`config.mk`:
```
export PLATFORM = sky130hd
export DESIGN_NAME = speed_scale_interval_limits_core
export DESIGN_NICKNAME = d
export VERILOG_FILES = /design/src/design/sssil_pkg.sv /design/src/design/speed_scale_interval_limits_core.sv /design/src/design/sssil_mul.sv /design/src/design/sssil_front.sv /design/src/design/sssil_fifo.sv /design/src/design/sssil_back.sv
export VERILOG_INCLUDE_DIRS = /design/src /design/src/design
export SDC_FILE = /design/constraint.sdc
export NUM_CORES = 2
export LEC_CHECK = 0
export BUFFER_PORTS_ARGS = -buffer_cell sky130_fd_sc_hd__buf_2
export CAP_MARGIN = 20
export CORE_ASPECT_RATIO = 0.5
export CORE_MARGIN = 2
export CORE_UTILIZATION = 40
export CTS_BUF_LIST = sky130_fd_sc_hd__clkbuf_4
export DETAILED_ROUTE_END_ITERATION = 8
export GPL_TIMING_DRIVEN = 0
export PLACE_DENSITY = 0.68
export SYNTH_ARGS = -nofsm -noshare
export SYNTH_HDL_FRONTEND = slang
export SYNTH_SLANG_ARGS = --single-unit
```
`constraint.sdc`:
```
create_clock -name clk_i -period 14.9 [get_ports clk_i]
set_input_delay 0.745 -clock clk_i [delete_from_list [all_inputs] [get_ports clk_i]]
set_output_delay 0.745 -clock clk_i [all_outputs]
set_load 0.03 [all_outputs]
```
`src/design/speed_scale_interval_limits_core_defines.svh`:
```
// Assertion macros shared by the core.
`ifndef SPEED_SCALE_INTERVAL_LIMITS_CORE_DEFINES_SVH
`define SPEED_SCALE_INTERVAL_LIMITS_CORE_DEFINES_SVH

// Same-cycle implication.
`define SSIL_ASSERT_IMPL(lbl, clk, rstn, ante, cons, msg) \
  lbl: assert property (@(posedge clk) disable iff (!rstn) (ante) |-> (cons)) \
    else $error(msg);

// Next-cycle implication.
`define SSIL_ASSERT_NEXT(lbl, clk, rstn, ante, cons, msg) \
  lbl: assert property (@(posedge clk) disable iff (!rstn) (ante) |=> (cons)) \
    else $error(msg);

`endif

```
`src/design/sssil_pkg.sv`:
```
package sssil_pkg;

  localparam int unsigned OPC_W = 2;
  localparam int unsigned TOL_W = 16;

  typedef struct packed {
    logic skip;
    logic last;
    logic unit;
  } job_flags_t;

endpackage

```
`src/design/speed_scale_interval_limits_core.sv`:
```
// Channel  | Direction | Contents
// s_axis   | in        | tdata: joint vel/acc/jerk/limit, scale, rate; tuser: opcode; tlast
// m_axis   | out       | tdata: lower_bound, upper_bound
// APB      | in/out    | reg 0 clamp_to_unit_range, reg 1 zero_tolerance
//
// Front takes a new word only after it has pushed its current job to the queue.
// Back divides both bounds serially and emits the running bounds after a last joint.
// Skipped joints bypass the front multiplier and the back divider.
// A 2-entry queue decouples front and back; output stalls reach the front once it is full.
// Reset clears control state and the running bounds; no clearing pass.
module speed_scale_interval_limits_core #(
  parameter int unsigned DATA_WIDTH = 32,
  parameter int unsigned FRAC_BITS  = 16
) (
  input  logic                                       clk_i,
  input  logic                                       rst_ni,
  input  logic                                       s_axis_tvalid,
  output logic                                       s_axis_tready,
  // vel, acc, jerk, limit (DATA_WIDTH-1), scale, rate, zero pad
  input  logic [((6*DATA_WIDTH-1+7)/8)*8-1:0]        s_axis_tdata,
  // opcode
  input  logic [sssil_pkg::OPC_W-1:0]                s_axis_tuser,
  input  logic                                       s_axis_tlast,
  output logic                                       m_axis_tvalid,
  input  logic                                       m_axis_tready,
  // lower_bound, upper_bound, zero pad
  output logic [((2*DATA_WIDTH+7)/8)*8-1:0]          m_axis_tdata,
  input  logic                                       psel,
  input  logic                                       penable,
  input  logic                                       pwrite,
  input  logic [2:0]                                 paddr,
  input  logic [31:0]                                pwdata,
  output logic [31:0]                                prdata,
  output logic                                       pready
);

  import sssil_pkg::*;

  localparam int unsigned DW     = DATA_WIDTH;
  localparam int unsigned OUT_TW = ((2*DW + 7) / 8) * 8;
  localparam int unsigned JOB_W  = $bits(job_flags_t) + 3*DW;

  typedef enum logic {
    REG_CLAMP     = 1'b0,
    REG_TOLERANCE = 1'b1
  } reg_idx_e;

  logic             clamp_q;
  logic [TOL_W-1:0] tol_q;
  reg_idx_e         reg_idx;
  logic             cfg_wr;

  job_flags_t       f_flags;
  logic             f_valid;
  logic             f_ready;
  logic [DW-1:0]    f_vel;
  logic [DW-1:0]    f_num_lo;
  logic [DW-1:0]    f_num_hi;
  logic [JOB_W-1:0] q_data;
  logic             q_valid;
  logic             q_ready;
  job_flags_t       b_flags;
  logic [DW-1:0]    b_vel;
  logic [DW-1:0]    b_num_lo;
  logic [DW-1:0]    b_num_hi;
  logic [DW-1:0]    lower;
  logic [DW-1:0]    upper;

  assign pready  = 1'b1;
  assign reg_idx = reg_idx_e'(paddr[2]);
  assign cfg_wr  = psel && penable && pwrite && pready;

  always_ff @(posedge clk_i or negedge rst_ni) begin
    if (!rst_ni) begin
      clamp_q <= 1'b0;
      tol_q   <= TOL_W'(1);
    end else if (cfg_wr) begin
      unique case (reg_idx)
        REG_CLAMP:     clamp_q <= pwdata[0];
        REG_TOLERANCE: tol_q   <= pwdata[TOL_W-1:0];
        default:       clamp_q <= clamp_q;
      endcase
    end
  end

  always_comb begin
    unique case (reg_idx)
      REG_CLAMP:     prdata = {31'b0, clamp_q};
      REG_TOLERANCE: prdata = {{(32-TOL_W){1'b0}}, tol_q};
      default:       prdata = '0;
    endcase
  end

  sssil_front #(
    .DATA_WIDTH(DATA_WIDTH),
    .FRAC_BITS (FRAC_BITS)
  ) u_front (
    .clk_i       (clk_i),
    .rst_ni      (rst_ni),
    .in_valid_i  (s_axis_tvalid),
    .in_ready_o  (s_axis_tready),
    .opcode_i    (s_axis_tuser),
    .vel_i       (s_axis_tdata[0 +: DW]),
    .acc_i       (s_axis_tdata[DW +: DW]),
    .jerk_i      (s_axis_tdata[2*DW +: DW]),
    .lim_i       (s_axis_tdata[3*DW +: DW-1]),
    .scale_i     (s_axis_tdata[4*DW-1 +: DW]),
    .rate_i      (s_axis_tdata[5*DW-1 +: DW]),
    .last_i      (s_axis_tlast),
    .tol_i       (tol_q),
    .job_valid_o (f_valid),
    .job_ready_i (f_ready),
    .job_flags_o (f_flags),
    .job_vel_o   (f_vel),
    .job_num_lo_o(f_num_lo),
    .job_num_hi_o(f_num_hi)
  );

  sssil_fifo #(
    .WIDTH(JOB_W)
  ) u_fifo (
    .clk_i       (clk_i),
    .rst_ni      (rst_ni),
    .push_valid_i(f_valid),
    .push_ready_o(f_ready),
    .push_data_i ({f_flags, f_vel, f_num_hi, f_num_lo}),
    .pop_valid_o (q_valid),
    .pop_ready_i (q_ready),
    .pop_data_o  (q_data)
  );

  assign {b_flags, b_vel, b_num_hi, b_num_lo} = q_data;

  sssil_back #(
    .DATA_WIDTH(DATA_WIDTH),
    .FRAC_BITS (FRAC_BITS)
  ) u_back (
    .clk_i       (clk_i),
    .rst_ni      (rst_ni),
    .job_valid_i (q_valid),
    .job_ready_o (q_ready),
    .job_flags_i (b_flags),
    .job_vel_i   (b_vel),
    .job_num_lo_i(b_num_lo),
    .job_num_hi_i(b_num_hi),
    .clamp_i     (clamp_q),
    .out_valid_o (m_axis_tvalid),
    .out_ready_i (m_axis_tready),
    .lower_o     (lower),
    .upper_o     (upper)
  );

  assign m_axis_tdata = OUT_TW'({upper, lower});

endmodule

```
`src/design/sssil_mul.sv`:
```
module sssil_mul #(
  parameter int unsigned DATA_WIDTH = 32,
  parameter int unsigned FRAC_BITS  = 16
) (
  input  logic                  clk_i,
  input  logic                  rst_ni,
  input  logic                  start_i,
  input  logic [DATA_WIDTH-1:0] a_i,
  input  logic [DATA_WIDTH-1:0] b_i,
  output logic                  done_o,
  output logic [DATA_WIDTH-1:0] p_o
);

  localparam int unsigned DW    = DATA_WIDTH;
  localparam int unsigned CHUNK = 16;
  localparam int unsigned NCH   = (DW + CHUNK - 1) / CHUNK;
  localparam int unsigned MW    = NCH * CHUNK;
  localparam int unsigned PW    = DW + MW;
  localparam int unsigned CW    = (NCH > 1) ? $clog2(NCH) : 1;
  localparam logic [DW-1:0] VMAX = {1'b0, {(DW-1){1'b1}}};
  localparam logic [DW-1:0] VMIN = {1'b1, {(DW-1){1'b0}}};

  function automatic logic [DW-1:0] abs_fn(input logic [DW-1:0] x);
    return x[DW-1] ? (~x + {{(DW-1){1'b0}}, 1'b1}) : x;
  endfunction

  logic                busy_q;
  logic                done_q;
  logic                neg_q;
  logic [CW-1:0]       cnt_q;
  logic [DW-1:0]       ma_q;
  logic [PW-1:0]       prod_q;
  logic [DW+CHUNK-1:0] sum;
  logic [PW+CHUNK-1:0] cat;
  logic [PW-1:0]       shr;
  logic                ovf;
  logic [DW-1:0]       mag;

  assign sum = {{CHUNK{1'b0}}, prod_q[PW-1:MW]}
             + ({{CHUNK{1'b0}}, ma_q} * {{DW{1'b0}}, prod_q[CHUNK-1:0]});
  assign cat = {sum, prod_q[MW-1:0]};

  always_ff @(posedge clk_i or negedge rst_ni) begin
    if (!rst_ni) begin
      busy_q <= 1'b0;
      done_q <= 1'b0;
      neg_q  <= 1'b0;
      cnt_q  <= '0;
      ma_q   <= '0;
      prod_q <= '0;
    end else begin
      done_q <= busy_q && (cnt_q == CW'(NCH - 1));
      if (start_i && !busy_q) begin
        busy_q <= 1'b1;
        neg_q  <= a_i[DW-1] ^ b_i[DW-1];
        cnt_q  <= '0;
        ma_q   <= abs_fn(a_i);
        prod_q <= PW'(abs_fn(b_i));
      end else if (busy_q) begin
        prod_q <= cat[PW+CHUNK-1:CHUNK];
        cnt_q  <= cnt_q + 1'b1;
        if (cnt_q == CW'(NCH - 1)) begin
          busy_q <= 1'b0;
        end
      end
    end
  end

  assign shr = prod_q >> FRAC_BITS;
  assign ovf = |(shr >> (DW - 1));
  assign mag = shr[DW-1:0];

  always_comb begin
    if (ovf || mag[DW-1]) begin
      p_o = neg_q ? VMIN : VMAX;
    end else begin
      p_o = neg_q ? (~mag + {{(DW-1){1'b0}}, 1'b1}) : mag;
    end
  end

  assign done_o = done_q;

endmodule

```
`src/design/sssil_front.sv`:
```
module sssil_front #(
  parameter int unsigned DATA_WIDTH = 32,
  parameter int unsigned FRAC_BITS  = 16
) (
  input  logic                        clk_i,
  input  logic                        rst_ni,
  input  logic                        in_valid_i,
  output logic                        in_ready_o,
  input  logic [sssil_pkg::OPC_W-1:0] opcode_i,
  input  logic [DATA_WIDTH-1:0]       vel_i,
  input  logic [DATA_WIDTH-1:0]       acc_i,
  input  logic [DATA_WIDTH-1:0]       jerk_i,
  input  logic [DATA_WIDTH-2:0]       lim_i,
  input  logic [DATA_WIDTH-1:0]       scale_i,
  input  logic [DATA_WIDTH-1:0]       rate_i,
  input  logic                        last_i,
  input  logic [sssil_pkg::TOL_W-1:0] tol_i,
  output logic                        job_valid_o,
  input  logic                        job_ready_i,
  output sssil_pkg::job_flags_t       job_flags_o,
  output logic [DATA_WIDTH-1:0]       job_vel_o,
  output logic [DATA_WIDTH-1:0]       job_num_lo_o,
  output logic [DATA_WIDTH-1:0]       job_num_hi_o
);

  import sssil_pkg::*;

  localparam int unsigned DW = DATA_WIDTH;
  localparam logic [DW-1:0] VMAX = {1'b0, {(DW-1){1'b1}}};
  localparam logic [DW-1:0] VMIN = {1'b1, {(DW-1){1'b0}}};

  typedef enum logic [OPC_W-1:0] {
    OP_VEL  = 2'd0,
    OP_ACC  = 2'd1,
    OP_JERK = 2'd2
  } opcode_e;

  typedef enum logic [3:0] {
    ST_IDLE,
    ST_S2,
    ST_OFF_ACC,
    ST_S3,
    ST_JS3,
    ST_AR,
    ST_ARS,
    ST_SUM1,
    ST_SUM2,
    ST_SUM3,
    ST_BOUND,
    ST_PUSH
  } state_e;

  function automatic logic [DW-1:0] abs_fn(input logic [DW-1:0] x);
    return x[DW-1] ? (~x + {{(DW-1){1'b0}}, 1'b1}) : x;
  endfunction

  function automatic logic [DW-1:0] sat_fit(input logic [DW:0] s);
    if (s[DW] != s[DW-1]) begin
      return s[DW] ? VMIN : VMAX;
    end
    return s[DW-1:0];
  endfunction

  function automatic logic [DW-1:0] sat_add(input logic [DW-1:0] a, input logic [DW-1:0] b);
    return sat_fit({a[DW-1], a} + {b[DW-1], b});
  endfunction

  function automatic logic [DW-1:0] sat_sub(input logic [DW-1:0] a, input logic [DW-1:0] b);
    return sat_fit({a[DW-1], a} - {b[DW-1], b});
  endfunction

  state_e           state_q;
  logic             wait_q;
  logic [OPC_W-1:0] opcode_q;
  logic [DW-1:0]    vel_q;
  logic [DW-1:0]    acc_q;
  logic [DW-1:0]    jerk_q;
  logic [DW-2:0]    lim_q;
  logic [DW-1:0]    scale_q;
  logic [DW-1:0]    rate_q;
  logic             last_q;
  logic             skip_q;
  logic [DW-1:0]    s2_q;
  logic [DW-1:0]    jt_q;
  logic [DW-1:0]    t_q;
  logic [DW-1:0]    off_q;
  logic [DW-1:0]    num_lo_q;
  logic [DW-1:0]    num_hi_q;

  logic             is_mul;
  logic             mul_start;
  logic [DW-1:0]    mul_a;
  logic [DW-1:0]    mul_b;
  logic             mul_done;
  logic [DW-1:0]    mul_p;
  logic             in_skip;
  logic [DW-1:0]    lim_ext;
  logic [DW-1:0]    rhs;
  logic [DW-1:0]    lhs;

  assign is_mul = (state_q == ST_S2) || (state_q == ST_OFF_ACC) || (state_q == ST_S3)
               || (state_q == ST_JS3) || (state_q == ST_AR) || (state_q == ST_ARS);
  assign mul_start = is_mul && !wait_q;

  always_comb begin
    unique case (state_q)
      ST_S2: begin
        mul_a = scale_q;
        mul_b = scale_q;
      end
      ST_OFF_ACC: begin
        mul_a = acc_q;
        mul_b = s2_q;
      end
      ST_S3: begin
        mul_a = s2_q;
        mul_b = scale_q;
      end
      ST_JS3: begin
        mul_a = jerk_q;
        mul_b = jt_q;
      end
      ST_AR: begin
        mul_a = acc_q;
        mul_b = rate_q;
      end
      ST_ARS: begin
        mul_a = t_q;
        mul_b = scale_q;
      end
      default: begin
        mul_a = scale_q;
        mul_b = scale_q;
      end
    endcase
  end

  sssil_mul #(
    .DATA_WIDTH(DATA_WIDTH),
    .FRAC_BITS (FRAC_BITS)
  ) u_mul (
    .clk_i  (clk_i),
    .rst_ni (rst_ni),
    .start_i(mul_start),
    .a_i    (mul_a),
    .b_i    (mul_b),
    .done_o (mul_done),
    .p_o    (mul_p)
  );

  assign in_skip = (vel_i == '0) || (abs_fn(vel_i) < DW'(tol_i));
  assign lim_ext = {1'b0, lim_q};
  assign rhs     = sat_sub(lim_ext, off_q);
  assign lhs     = sat_sub(~lim_ext + {{(DW-1){1'b0}}, 1'b1}, off_q);

  always_ff @(posedge clk_i or negedge rst_ni) begin
    if (!rst_ni) begin
      state_q  <= ST_IDLE;
      wait_q   <= 1'b0;
      opcode_q <= '0;
      vel_q    <= '0;
      acc_q    <= '0;
      jerk_q   <= '0;
      lim_q    <= '0;
      scale_q  <= '0;
      rate_q   <= '0;
      last_q   <= 1'b0;
      skip_q   <= 1'b0;
      s2_q     <= '0;
      jt_q     <= '0;
      t_q      <= '0;
      off_q    <= '0;
      num_lo_q <= '0;
      num_hi_q <= '0;
    end else begin
      if (is_mul) begin
        if (!wait_q) begin
          wait_q <= 1'b1;
        end else if (mul_done) begin
          wait_q <= 1'b0;
        end
      end
      unique case (state_q)
        ST_IDLE: begin
          if (in_valid_i) begin
            opcode_q <= opcode_i;
            vel_q    <= vel_i;
            acc_q    <= acc_i;
            jerk_q   <= jerk_i;
            lim_q    <= lim_i;
            scale_q  <= scale_i;
            rate_q   <= rate_i;
            last_q   <= last_i;
            skip_q   <= in_skip;
            off_q    <= '0;
            if (in_skip) begin
              state_q <= ST_PUSH;
            end else if (opcode_i == OP_ACC || opcode_i == OP_JERK) begin
              state_q <= ST_S2;
            end else begin
              state_q <= ST_BOUND;
            end
          end
        end
        ST_S2: begin
          if (wait_q && mul_done) begin
            s2_q    <= mul_p;
            state_q <= (opcode_q == OP_ACC) ? ST_OFF_ACC : ST_S3;
          end
        end
        ST_OFF_ACC: begin
          if (wait_q && mul_done) begin
            off_q   <= mul_p;
            state_q <= ST_BOUND;
          end
        end
        ST_S3: begin
          if (wait_q && mul_done) begin
            jt_q    <= mul_p;
            state_q <= ST_JS3;
          end
        end
        ST_JS3: begin
          if (wait_q && mul_done) begin
            jt_q    <= mul_p;
            state_q <= ST_AR;
          end
        end
        ST_AR: begin
          if (wait_q && mul_done) begin
            t_q     <= mul_p;
            state_q <= ST_ARS;
          end
        end
        ST_ARS: begin
          if (wait_q && mul_done) begin
            t_q     <= mul_p;
            state_q <= ST_SUM1;
          end
        end
        ST_SUM1: begin
          off_q   <= sat_add(t_q, t_q);
          state_q <= ST_SUM2;
        end
        ST_SUM2: begin
          off_q   <= sat_add(off_q, t_q);
          state_q <= ST_SUM3;
        end
        ST_SUM3: begin
          off_q   <= sat_add(jt_q, off_q);
          state_q <= ST_BOUND;
        end
        ST_BOUND: begin
          // negative velocity swaps the bounds
          num_lo_q <= vel_q[DW-1] ? rhs : lhs;
          num_hi_q <= vel_q[DW-1] ? lhs : rhs;
          state_q  <= ST_PUSH;
        end
        ST_PUSH: begin
          if (job_ready_i) begin
            state_q <= ST_IDLE;
          end
        end
        default: begin
          state_q <= ST_IDLE;
        end
      endcase
    end
  end

  assign in_ready_o       = (state_q == ST_IDLE);
  assign job_valid_o      = (state_q == ST_PUSH);
  assign job_flags_o.skip = skip_q;
  assign job_flags_o.last = last_q;
  assign job_flags_o.unit = (opcode_q == OP_VEL);
  assign job_vel_o        = vel_q;
  assign job_num_lo_o     = num_lo_q;
  assign job_num_hi_o     = num_hi_q;

endmodule

```
`src/design/sssil_fifo.sv`:
```
module sssil_fifo #(
  parameter int unsigned WIDTH = 8
) (
  input  logic             clk_i,
  input  logic             rst_ni,
  input  logic             push_valid_i,
  output logic             push_ready_o,
  input  logic [WIDTH-1:0] push_data_i,
  output logic             pop_valid_o,
  input  logic             pop_ready_i,
  output logic [WIDTH-1:0] pop_data_o
);

  localparam int unsigned DEPTH = 2;
  localparam int unsigned PTR_W = $clog2(DEPTH);

  logic [WIDTH-1:0] mem_q [DEPTH];
  logic [PTR_W-1:0] wr_ptr_q;
  logic [PTR_W-1:0] rd_ptr_q;
  logic [PTR_W:0]   count_q;
  logic             push;
  logic             pop;

  assign push_ready_o = (count_q != (PTR_W + 1)'(DEPTH));
  assign pop_valid_o  = (count_q != '0);
  assign push         = push_valid_i && push_ready_o;
  assign pop          = pop_valid_o && pop_ready_i;
  assign pop_data_o   = mem_q[rd_ptr_q];

  always_ff @(posedge clk_i) begin
    if (push) begin
      mem_q[wr_ptr_q] <= push_data_i;
    end
  end

  always_ff @(posedge clk_i or negedge rst_ni) begin
    if (!rst_ni) begin
      wr_ptr_q <= '0;
      rd_ptr_q <= '0;
      count_q  <= '0;
    end else begin
      if (push) begin
        wr_ptr_q <= wr_ptr_q + 1'b1;
      end
      if (pop) begin
        rd_ptr_q <= rd_ptr_q + 1'b1;
      end
      if (push && !pop) begin
        count_q <= count_q + 1'b1;
      end else if (pop && !push) begin
        count_q <= count_q - 1'b1;
      end
    end
  end

endmodule

```
`src/design/sssil_back.sv`:
```
`include "speed_scale_interval_limits_core_defines.svh"

module sssil_back #(
  parameter int unsigned DATA_WIDTH = 32,
  parameter int unsigned FRAC_BITS  = 16
) (
  input  logic                  clk_i,
  input  logic                  rst_ni,
  input  logic                  job_valid_i,
  output logic                  job_ready_o,
  input  sssil_pkg::job_flags_t job_flags_i,
  input  logic [DATA_WIDTH-1:0] job_vel_i,
  input  logic [DATA_WIDTH-1:0] job_num_lo_i,
  input  logic [DATA_WIDTH-1:0] job_num_hi_i,
  input  logic                  clamp_i,
  output logic                  out_valid_o,
  input  logic                  out_ready_i,
  output logic [DATA_WIDTH-1:0] lower_o,
  output logic [DATA_WIDTH-1:0] upper_o
);

  import sssil_pkg::*;

  localparam int unsigned DW    = DATA_WIDTH;
  localparam int unsigned NW    = DW + FRAC_BITS;
  localparam int unsigned CNT_W = $clog2(NW);
  localparam logic signed [DW-1:0] VMAX = {1'b0, {(DW-1){1'b1}}};
  localparam logic signed [DW-1:0] VMIN = {1'b1, {(DW-1){1'b0}}};
  localparam logic signed [DW-1:0] ONE  =
    (FRAC_BITS < DW - 1) ? (DW'(1) << FRAC_BITS) : VMAX;

  typedef enum logic [1:0] {
    ST_IDLE,
    ST_DIV,
    ST_UPD,
    ST_EMIT
  } state_e;

  function automatic logic [DW-1:0] abs_fn(input logic [DW-1:0] x);
    return x[DW-1] ? (~x + {{(DW-1){1'b0}}, 1'b1}) : x;
  endfunction

  function automatic logic [DW-1:0] quo_sat(input logic [NW-1:0] q, input logic neg);
    logic big;
    big = |(q >> (DW - 1));
    if (big) begin
      return neg ? VMIN : VMAX;
    end
    return neg ? (~q[DW-1:0] + {{(DW-1){1'b0}}, 1'b1}) : q[DW-1:0];
  endfunction

  state_e                state_q;
  logic [CNT_W-1:0]      cnt_q;
  logic [DW-1:0]         d_q;
  logic [DW-1:0]         rem_q [2];
  logic [NW-1:0]         dvd_q [2];
  logic [NW-1:0]         quo_q [2];
  logic                  neg_q [2];
  logic                  last_q;
  logic                  unit_q;
  logic signed [DW-1:0]  run_lo_q;
  logic signed [DW-1:0]  run_hi_q;
  logic                  out_valid_q;
  logic signed [DW-1:0]  out_lo_q;
  logic signed [DW-1:0]  out_hi_q;

  logic [DW:0]           trial [2];
  logic [DW-1:0]         rem_d [2];
  logic                  qbit  [2];
  logic signed [DW-1:0]  q_lo;
  logic signed [DW-1:0]  q_hi;
  logic                  out_free;
  logic                  emit_fire;
  logic                  do_clamp;

  always_comb begin
    for (int i = 0; i < 2; i++) begin
      trial[i] = {rem_q[i], dvd_q[i][NW-1]};
      if (trial[i] >= {1'b0, d_q}) begin
        rem_d[i] = DW'(trial[i] - {1'b0, d_q});
        qbit[i]  = 1'b1;
      end else begin
        rem_d[i] = trial[i][DW-1:0];
        qbit[i]  = 1'b0;
      end
    end
  end

  assign q_lo      = quo_sat(quo_q[0], neg_q[0]);
  assign q_hi      = quo_sat(quo_q[1], neg_q[1]);
  assign out_free  = !out_valid_q || out_ready_i;
  assign emit_fire = (state_q == ST_EMIT) && out_free;
  assign do_clamp  = clamp_i && unit_q;

  always_ff @(posedge clk_i or negedge rst_ni) begin
    if (!rst_ni) begin
      state_q     <= ST_IDLE;
      cnt_q       <= '0;
      d_q         <= '0;
      last_q      <= 1'b0;
      unit_q      <= 1'b0;
      run_lo_q    <= VMIN;
      run_hi_q    <= VMAX;
      out_valid_q <= 1'b0;
      out_lo_q    <= '0;
      out_hi_q    <= '0;
      for (int i = 0; i < 2; i++) begin
        rem_q[i] <= '0;
        dvd_q[i] <= '0;
        quo_q[i] <= '0;
        neg_q[i] <= 1'b0;
      end
    end else begin
      if (emit_fire) begin
        out_valid_q <= 1'b1;
      end else if (out_valid_q && out_ready_i) begin
        out_valid_q <= 1'b0;
      end
      unique case (state_q)
        ST_IDLE: begin
          if (job_valid_i) begin
            last_q   <= job_flags_i.last;
            unit_q   <= job_flags_i.unit;
            d_q      <= abs_fn(job_vel_i);
            cnt_q    <= '0;
            rem_q[0] <= '0;
            rem_q[1] <= '0;
            dvd_q[0] <= {abs_fn(job_num_lo_i), {FRAC_BITS{1'b0}}};
            dvd_q[1] <= {abs_fn(job_num_hi_i), {FRAC_BITS{1'b0}}};
            neg_q[0] <= job_num_lo_i[DW-1] ^ job_vel_i[DW-1];
            neg_q[1] <= job_num_hi_i[DW-1] ^ job_vel_i[DW-1];
            if (!job_flags_i.skip) begin
              state_q <= ST_DIV;
            end else if (job_flags_i.last) begin
              state_q <= ST_EMIT;
            end
          end
        end
        ST_DIV: begin
          for (int i = 0; i < 2; i++) begin
            rem_q[i] <= rem_d[i];
            dvd_q[i] <= dvd_q[i] << 1;
            quo_q[i] <= {quo_q[i][NW-2:0], qbit[i]};
          end
          cnt_q <= cnt_q + 1'b1;
          if (cnt_q == CNT_W'(NW - 1)) begin
            state_q <= ST_UPD;
          end
        end
        ST_UPD: begin
          if (q_lo > run_lo_q) begin
            run_lo_q <= q_lo;
          end
          if (q_hi < run_hi_q) begin
            run_hi_q <= q_hi;
          end
          state_q <= last_q ? ST_EMIT : ST_IDLE;
        end
        ST_EMIT: begin
          if (out_free) begin
            out_lo_q    <= (do_clamp && run_lo_q < 0) ? '0 : run_lo_q;
            out_hi_q    <= (do_clamp && run_hi_q > ONE) ? ONE : run_hi_q;
            run_lo_q    <= VMIN;
            run_hi_q    <= VMAX;
            state_q     <= ST_IDLE;
          end
        end
        default: begin
          state_q <= ST_IDLE;
        end
      endcase
    end
  end

  assign job_ready_o = (state_q == ST_IDLE);
  assign out_valid_o = out_valid_q;
  assign lower_o     = out_lo_q;
  assign upper_o     = out_hi_q;

  `SSIL_ASSERT_IMPL(a_div_nonzero, clk_i, rst_ni, state_q == ST_DIV, d_q != '0, "divide by zero")
  `SSIL_ASSERT_NEXT(a_emit_rearm, clk_i, rst_ni, emit_fire, run_lo_q == VMIN && run_hi_q == VMAX, "running bounds not rearmed")
  `SSIL_ASSERT_NEXT(a_clamp_range, clk_i, rst_ni, emit_fire && do_clamp, out_lo_q >= 0 && out_hi_q <= ONE, "clamped pair out of range")

endmodule

```
# Yosys cells after proc, flatten, opt, wreduce, memory -nomap -nowiden
# Memory sizes are Yosys's and may differ from the RTL's.
# Cells that the tools add are included.
# totals
regBits	942
n_memories	1
wordCells	293
output_inout_bits	99
ram_bits	198
# op_classes
magnitude_cmp	7
reduce_logical	60
bitwise_logic	14
mux	102
eq_ne	38
add_sub_neg	24
mul	1
# memory_table
memory	words	word_bits	rd	rd_clocked_by_memory_dff	write_ports	line	text
u_fifo.mem_q	2	99	1	0	1	sssil_fifo.sv:17	logic [WIDTH-1:0] mem_q [DEPTH];
# ops
cell	n
two-way mux 32 bit	44
adder 32 x 1 -> 32 bit, second input constant	10
inverter 32 bit	9
two-way mux 64 bit	3
one-hot mux 32 bit (2 select lines)	3
one-hot mux 96 bit (2 select lines)	1
one-hot mux 32 bit (5 select lines)	1
one-hot mux 32 bit (4 select lines)	1
one-hot mux 64 bit (2 select lines)	1
adder 32 x 32 -> 33 bit	3
two-way mux 96 bit	1
one-hot mux 32 bit (3 select lines)	1
greater-or-equal comparator 33 x 32 -> 1 bit	2
subtractor 32 x 32 -> 33 bit	2
subtractor 32 bit	2
OR reduction 17 bit	3
adder 32 x 48 -> 48 bit	1
multiplier 32 x 16 -> 48 bit	1
one-hot mux 4 bit (12 select lines)	1
two-way mux 4 bit	10
greater-than comparator 32 x 18 -> 1 bit, second input constant	1
greater-than comparator 32 bit	1
logical NOT 32 bit	1
< comparator 32 x 1 -> 1 bit, second input constant	1
37 further kinds	142

# Logic depth before layout (Yosys ltp)
# logic_depth
word_depth	9
depth_mapped	25
ltp_nobuf	24

# Cells and area by module
# A second synthesis with hierarchy kept.
# hier_totals
cells_unflattened	9551
hier_area_um2	85285.5
# by_module_without_submodules
mod	instances	cells_per_inst	seq_area_each_um2	area_per_inst_um2
sssil_front	1	3348	9809.4	27357.5
sssil_back	1	2971	9974.6	25396.9
sssil_mul	1	2832	2502.4	23741.5
sssil_fifo	1	326	6045.8	7837.5
speed_scale_interval_limits_core	1	74	426.7	952.2

# Worst setup path before layout
# OpenSTA, ideal clock, no wires.
# synth_timing
kind	reg2reg
startpoint	register u_front.state_q[0]
endpoint	memory u_fifo.mem_q[0][0] (netlist name) (enable)
synth_period_minus_slack_ns	11.881
required_time_ns	14.100
stages_incl_launch_ff	9
slack_ns	3.019
t_arrival_ns	11.080
path_buffers	6
path_cell_list	dfrtp_1 > buf_2 > buf_2 > buf_2 > buf_2 > buf_2 > buf_1 > nand2_1 > nor4_1
# synth_via
elab_chain_len	4
# synth_rtl
item	line	text
start: declaration	sssil_front.sv:72	state_e state_q;
start signal: assignment	sssil_front.sv:208	state_q <= (opcode_q == OP_ACC) ? ST_OFF_ACC : ST_S3;
== test 4 bit	sssil_front.sv:272	assign job_valid_o = (state_q == ST_PUSH);
logical AND 1 bit	sssil_fifo.sv:26	assign push = push_valid_i && push_ready_o;
two-way mux 1 bit	sssil_fifo.sv:31	if (push) begin
two-way mux 1 bit (not written as such)	sssil_fifo.sv:32	mem_q[wr_ptr_q] <= push_data_i;
end: declaration	sssil_fifo.sv:17	
# No other way between the ends.

# Worst setup path in the final report
# layout_timing
startpoint	register u_front.u_mul.ma_q[12]
endpoint	register u_front.u_mul.prod_q[63]
# layout_via
elab_chain_len	4
# layout_rtl
item	line	text
start: declaration	sssil_mul.sv:31	logic [DW-1:0] ma_q;
start signal: assignment	sssil_mul.sv:57	ma_q <= abs_fn(a_i);
multiplier 32 x 16 -> 48 bit	sssil_mul.sv:40	+ ({{CHUNK{1'b0}}, ma_q} * {{DW{1'b0}}, prod_q[CHUNK-1:0]});
adder 32 x 48 -> 48 bit	sssil_mul.sv:40	
two-way mux 64 bit	sssil_mul.sv:59	end else if (busy_q) begin
two-way mux 64 bit	sssil_mul.sv:53	if (start_i && !busy_q) begin
end signal: assignment	sssil_mul.sv:58	prod_q <= PW'(abs_fn(b_i));
end signal: assignment	sssil_mul.sv:60	prod_q <= cat[PW+CHUNK-1:CHUNK];
end: declaration	sssil_mul.sv:32	logic [PW-1:0] prod_q;
# No other way between the ends. The select of a mux whose other input is x is not followed.
# A chain may end at the register's enable or synchronous reset.

==> insert_results.sql <==
INSERT INTO impl_metrics (metric_group, metric, value, unit) VALUES
('synthesis', 'synth-seq-cells', '1108', ''),
('setup_path', 'r2r_setup_slack', '6150', 'ps'),
('route', 'drt_pass1_iterations', '8', ''),
('place', 'dp_hpwl', '237000', 'um'),
('route', 'route.detailed.vias_per_inst', '5.78', ''),
('timing', 'timing.final.crit_share', '0.588', ''),
('setup_path', 'critPathCaptureType', 'register', ''),
('setup_path', 'timing.critical_path.required', '15880', 'ps'),
('synthesis', 'yosysUniqueCellTypes', '102', ''),
('floorplanning', 'initial_core_utilization', '0.402', ''),
('min_path', 'worstHoldPathCells', '3', ''),
('synthesis', 'seq_area_frac_synth', '0.345', ''),
('timing', 'final-hold-violation-count', '0', ''),
('grt', 'grt_max_degree', '120', ''),
('min_path', 'worstHoldPathType', 'in -> reg', ''),
('synthesis', 'post_synthesis_cell_type_with_the_largest_combined_area', 'sky130_fd_sc_hd__dfrtp_1', ''),
('synthesis', 'synthesis.area_per_instance', '9.19', 'um^2'),
('timing', 'clock.fmax', '0.114', 'GHz'),
('setup_path', 'worst-endpoint-arrival', '9740', 'ps'),
('grt', 'antenna_found_initial', '15', ''),
('clocking', 'cts-hold-fix-buffers', '209', ''),
('timing', 'postLayoutSetupSlackWorst', '6150', 'ps'),
('timing', 'rsz0062_at_grt', 'false', ''),
('clocking', 'clock-sinks', '1108', ''),
('route', 'routed-via-count', '74600', ''),
('grt', 'grt_overflow_total', '0', ''),
('route', 'drcViolationCount', '0', ''),
('clocking', 'post_cts_resized', '0', ''),
('route', 'detail_route.wirelength.met1', '122000', 'um'),
('synthesis', 'predominant_post_synthesis_flop_cell', 'sky130_fd_sc_hd__dfrtp_1', ''),
('grt', 'grt_usage', '0.281', ''),
('outcome', 'run_status', 'complete, no violations', ''),
('floorplanning', 'fp.coreArea', '207000', 'um^2'),
('setup_path', 'rr_worst_depth', '23', ''),
('synthesis', 'synth.yosys.warnings', '0', ''),
('timing', 'timing.max_slew.rel_slack', '0.0733', ''),
('timing', 'final-setup-viol-count', '0', ''),
('finish', 'share_of_final_layout_standard_cells_stronger_than_drive_strength_1', '0.120', ''),
('floorplanning', 'chipWidth', '649', 'um'),
('setup_path', 'reg2reg_to', 'u_front.u_mul.prod_q[63]', ''),
('clocking', 'total_number_of_h_tree_levels', '5', ''),
('route', 'drt-total-wl', '305000', 'um'),
('route', 'antenna_nets_post_route', '0', ''),
('setup_path', 'critical_path.max_fanout', '10', ''),
('synthesis', 'synth_edf_count', '198', ''),
('place', 'placed_cell_area', '88700', 'um^2'),
('finish', 'final_cell_area', '94600', 'um^2'),
('route', 'wl_per_cell', '23.7', 'um'),
('finish', 'area_delta_synth_final', '13.6', '%'),
('timing', 'period_needed', '8750', 'ps'),
('place', 'dpl_worst_slack', '6400', 'ps'),
('place', 'gp_congestion', '1.06', ''),
('clocking', 'clock_insertion_delay_at_the_later_pin_of_the_skew_report', '1190', 'ps'),
('clocking', 'clkSlewWorstSetupHoldPaths', '70', 'ps'),
('setup_path', 'worst_setup_path_start_kind', 'register', ''),
('route', 'detail_route.iter0.violations', '7780', ''),
('floorplanning', 'floorplan.rows', '118', ''),
('finish', 'layout.nets', '11000', ''),
('finish', 'finalCoreUtilization', '0.457', ''),
('route', 'routed.top_layer', 'met5', ''),
('clocking', 'clk_path_buf_depth', '4', ''),
('floorplanning', 'boundaryPins', '336', ''),
('synthesis', 'synth_top_cells_by_area', 'sky130_fd_sc_hd__dfrtp_1, sky130_fd_sc_hd__fa_1, sky130_fd_sc_hd__edfxtp_1', ''),
('synthesis', 'synthArstFlopShare', '0.821', ''),
('synthesis', 'synth_largest_type_area_fraction', '0.264', ''),
('job', 'max_cap_viol_count', '0', ''),
('clocking', 'clock_tree.root_cell', 'sky130_fd_sc_hd__clkbuf_4', ''),
('grt', 'grt_pass1_vias', '72500', ''),
('synthesis', 'netlist_area', '83300', 'um^2'),
('timing', 'slew_viol_final', '0', ''),
('route', 'routed_length_on_met2', '136000', 'um');
==> worst max path at each step <==
stage | cells after the start | start | end | slack, ps
global route | 23 | u_front.u_mul.ma_q[12] | u_front.u_mul.prod_q[63] | 6010
global placement | 1 | rst_ni | u_back.upper_o[22] | -7350
floorplan | 8 | u_front.state_q[0] | u_fifo.mem_q[0][0] | 3020
detailed placement | 24 | u_front.u_mul.prod_q[5] | u_front.u_mul.prod_q[63] | 6400
finish | 23 | u_front.u_mul.ma_q[12] | u_front.u_mul.prod_q[63] | 6150
CTS | 24 | u_front.u_mul.prod_q[5] | u_front.u_mul.prod_q[63] | 6370
==> synth_stat cells, types with 108 or more instances <==
library cell,count
sky130_fd_sc_hd__clkbuf_1,406
sky130_fd_sc_hd__dfrtp_1,877
sky130_fd_sc_hd__edfxtp_1,198
sky130_fd_sc_hd__fa_1,456
sky130_fd_sc_hd__nand2_1,1172
sky130_fd_sc_hd__ha_1,405
sky130_fd_sc_hd__a31oi_1,108
sky130_fd_sc_hd__inv_1,834
sky130_fd_sc_hd__nor3_1,174
sky130_fd_sc_hd__nand3_1,128
sky130_fd_sc_hd__mux2_2,266
sky130_fd_sc_hd__a21o_1,131
sky130_fd_sc_hd__and2_1,266
sky130_fd_sc_hd__xnor2_1,216
sky130_fd_sc_hd__mux2i_1,148
sky130_fd_sc_hd__xor2_1,180
sky130_fd_sc_hd__nor2_1,500
sky130_fd_sc_hd__o21ai_0,597
sky130_fd_sc_hd__a21oi_1,489
==> worst max-delay path, cell delays in order, from the launching register on <==
cell                       delay [ps]
sky130_fd_sc_hd__dfrtp_1          660
sky130_fd_sc_hd__clkbuf_1         590
sky130_fd_sc_hd__nand2_1          180
sky130_fd_sc_hd__fa_1             560
sky130_fd_sc_hd__inv_1             60
sky130_fd_sc_hd__fa_1             480
sky130_fd_sc_hd__fa_1             530
sky130_fd_sc_hd__fa_1             520
sky130_fd_sc_hd__fa_1             540
sky130_fd_sc_hd__inv_1             50
sky130_fd_sc_hd__fa_1             540
sky130_fd_sc_hd__inv_1             50
sky130_fd_sc_hd__ha_1             280
sky130_fd_sc_hd__clkbuf_1         340
sky130_fd_sc_hd__nand4_1          220
sky130_fd_sc_hd__nor3_1           530
sky130_fd_sc_hd__nand3_1          140
sky130_fd_sc_hd__o221ai_1         550
sky130_fd_sc_hd__o21ai_0          280
sky130_fd_sc_hd__a31oi_1          410
sky130_fd_sc_hd__a21boi_0         290
sky130_fd_sc_hd__o22ai_1          290
sky130_fd_sc_hd__mux2i_1          360
sky130_fd_sc_hd__o21ai_0          120
==> final cells by class <==
class / instances / area, um^2
flip-flops and latches: 1108 / 28800
clock inverters: 91 / 641
multi-input cells: 6631 / 49400
well taps: 2760 / 3450
diodes: 19 / 47.5
fillers: 20000 / 112000
repair buffers: 544 / 4090
plain buffers: 500 / 2020
inverters: 837 / 3140
clock buffers: 400 / 3000
==> flip-flops by register name, summed over array words and instances (netlist names), 64 cells and up <==
register / flops
u_fifo.mem_q: 198
u_back.quo_q: 96
u_back.rem_q: 64
u_back.dvd_q: 64
u_front.u_mul.prod_q: 64
==> logic make-up (layout without fill, tap and decap cells) <==
kind of cell               Yosys count  count (layout)  share of synthesized area
and+or+nand+nor                   2747            2747                      0.156
buffers and inverters             1337            2372                     0.0620
adders and majority gates          867             867                      0.171
xor gates and xnor gates           396             396                     0.0417
AOI/OAI and AO/OA                 2190            2190                      0.170
muxes                              414             414                     0.0538
DFF                               1108            1108                      0.345
other                                2              36                  0.0000902
==> placed cells by master, fill, tap and decap left out, drive strengths merged, types with 29 or more instances in the layout <==
| cell | synthesis | layout |
|---|---|---|
| fa | 456 | 456 |
| a22o | 88 | 88 |
| a221o | 36 | 36 |
| ha | 405 | 405 |
| nand2b | 72 | 72 |
| o211ai | 57 | 57 |
| inv | 834 | 839 |
| a21oi | 489 | 489 |
| and2 | 266 | 266 |
| a22oi | 94 | 94 |
| xor2 | 180 | 180 |
| nand2 | 1172 | 1172 |
| o21a | 51 | 51 |
| clkbuf | 407 | 810 |
| nand3 | 128 | 128 |
| dlygate4sd3 | 0 | 209 |
| xnor2 | 216 | 216 |
| dfstp | 33 | 33 |
| a31oi | 108 | 108 |
| o31ai | 52 | 52 |
| nand3b | 30 | 30 |
| mux2 | 266 | 266 |
| nor3 | 176 | 176 |
| buf | 93 | 425 |
| o21ai | 608 | 608 |
| nor2 | 500 | 500 |
| a221oi | 29 | 29 |
| clkinv | 3 | 77 |
| o22ai | 71 | 71 |
| or3 | 50 | 50 |
| mux2i | 148 | 148 |
| nand4 | 53 | 53 |
| and3 | 41 | 41 |
| a21o | 131 | 131 |
| edfxtp | 198 | 198 |
| a211oi | 60 | 60 |
| nor4 | 74 | 74 |
| dfrtp | 877 | 877 |
| nor2b | 82 | 82 |
==> metal layers <==
metal / up-vias / global-route usage
li1: 33300 / -
met1: 36700 / 0.364
met2: 3715 / 0.442
met3: 846 / 0.0533
met4: 2 / 0.163
met5: - / 0
==> stage by stage <==
step | TNS [ps] | std cells | hold WS [ps]
global placement | -6472320 | 12100 | 447
global route | 0 | 12900 | 23.0
floorplan | 0 | 9076 | 437
CTS | 0 | 12900 | 20.0
detailed placement | 0 | 12200 | 452
finish | 0 | 12900 | 90.9
Power is left out: the tool's default activity adds up to more than one toggle a clock period on the data nets, which glitch-free logic cannot reach.
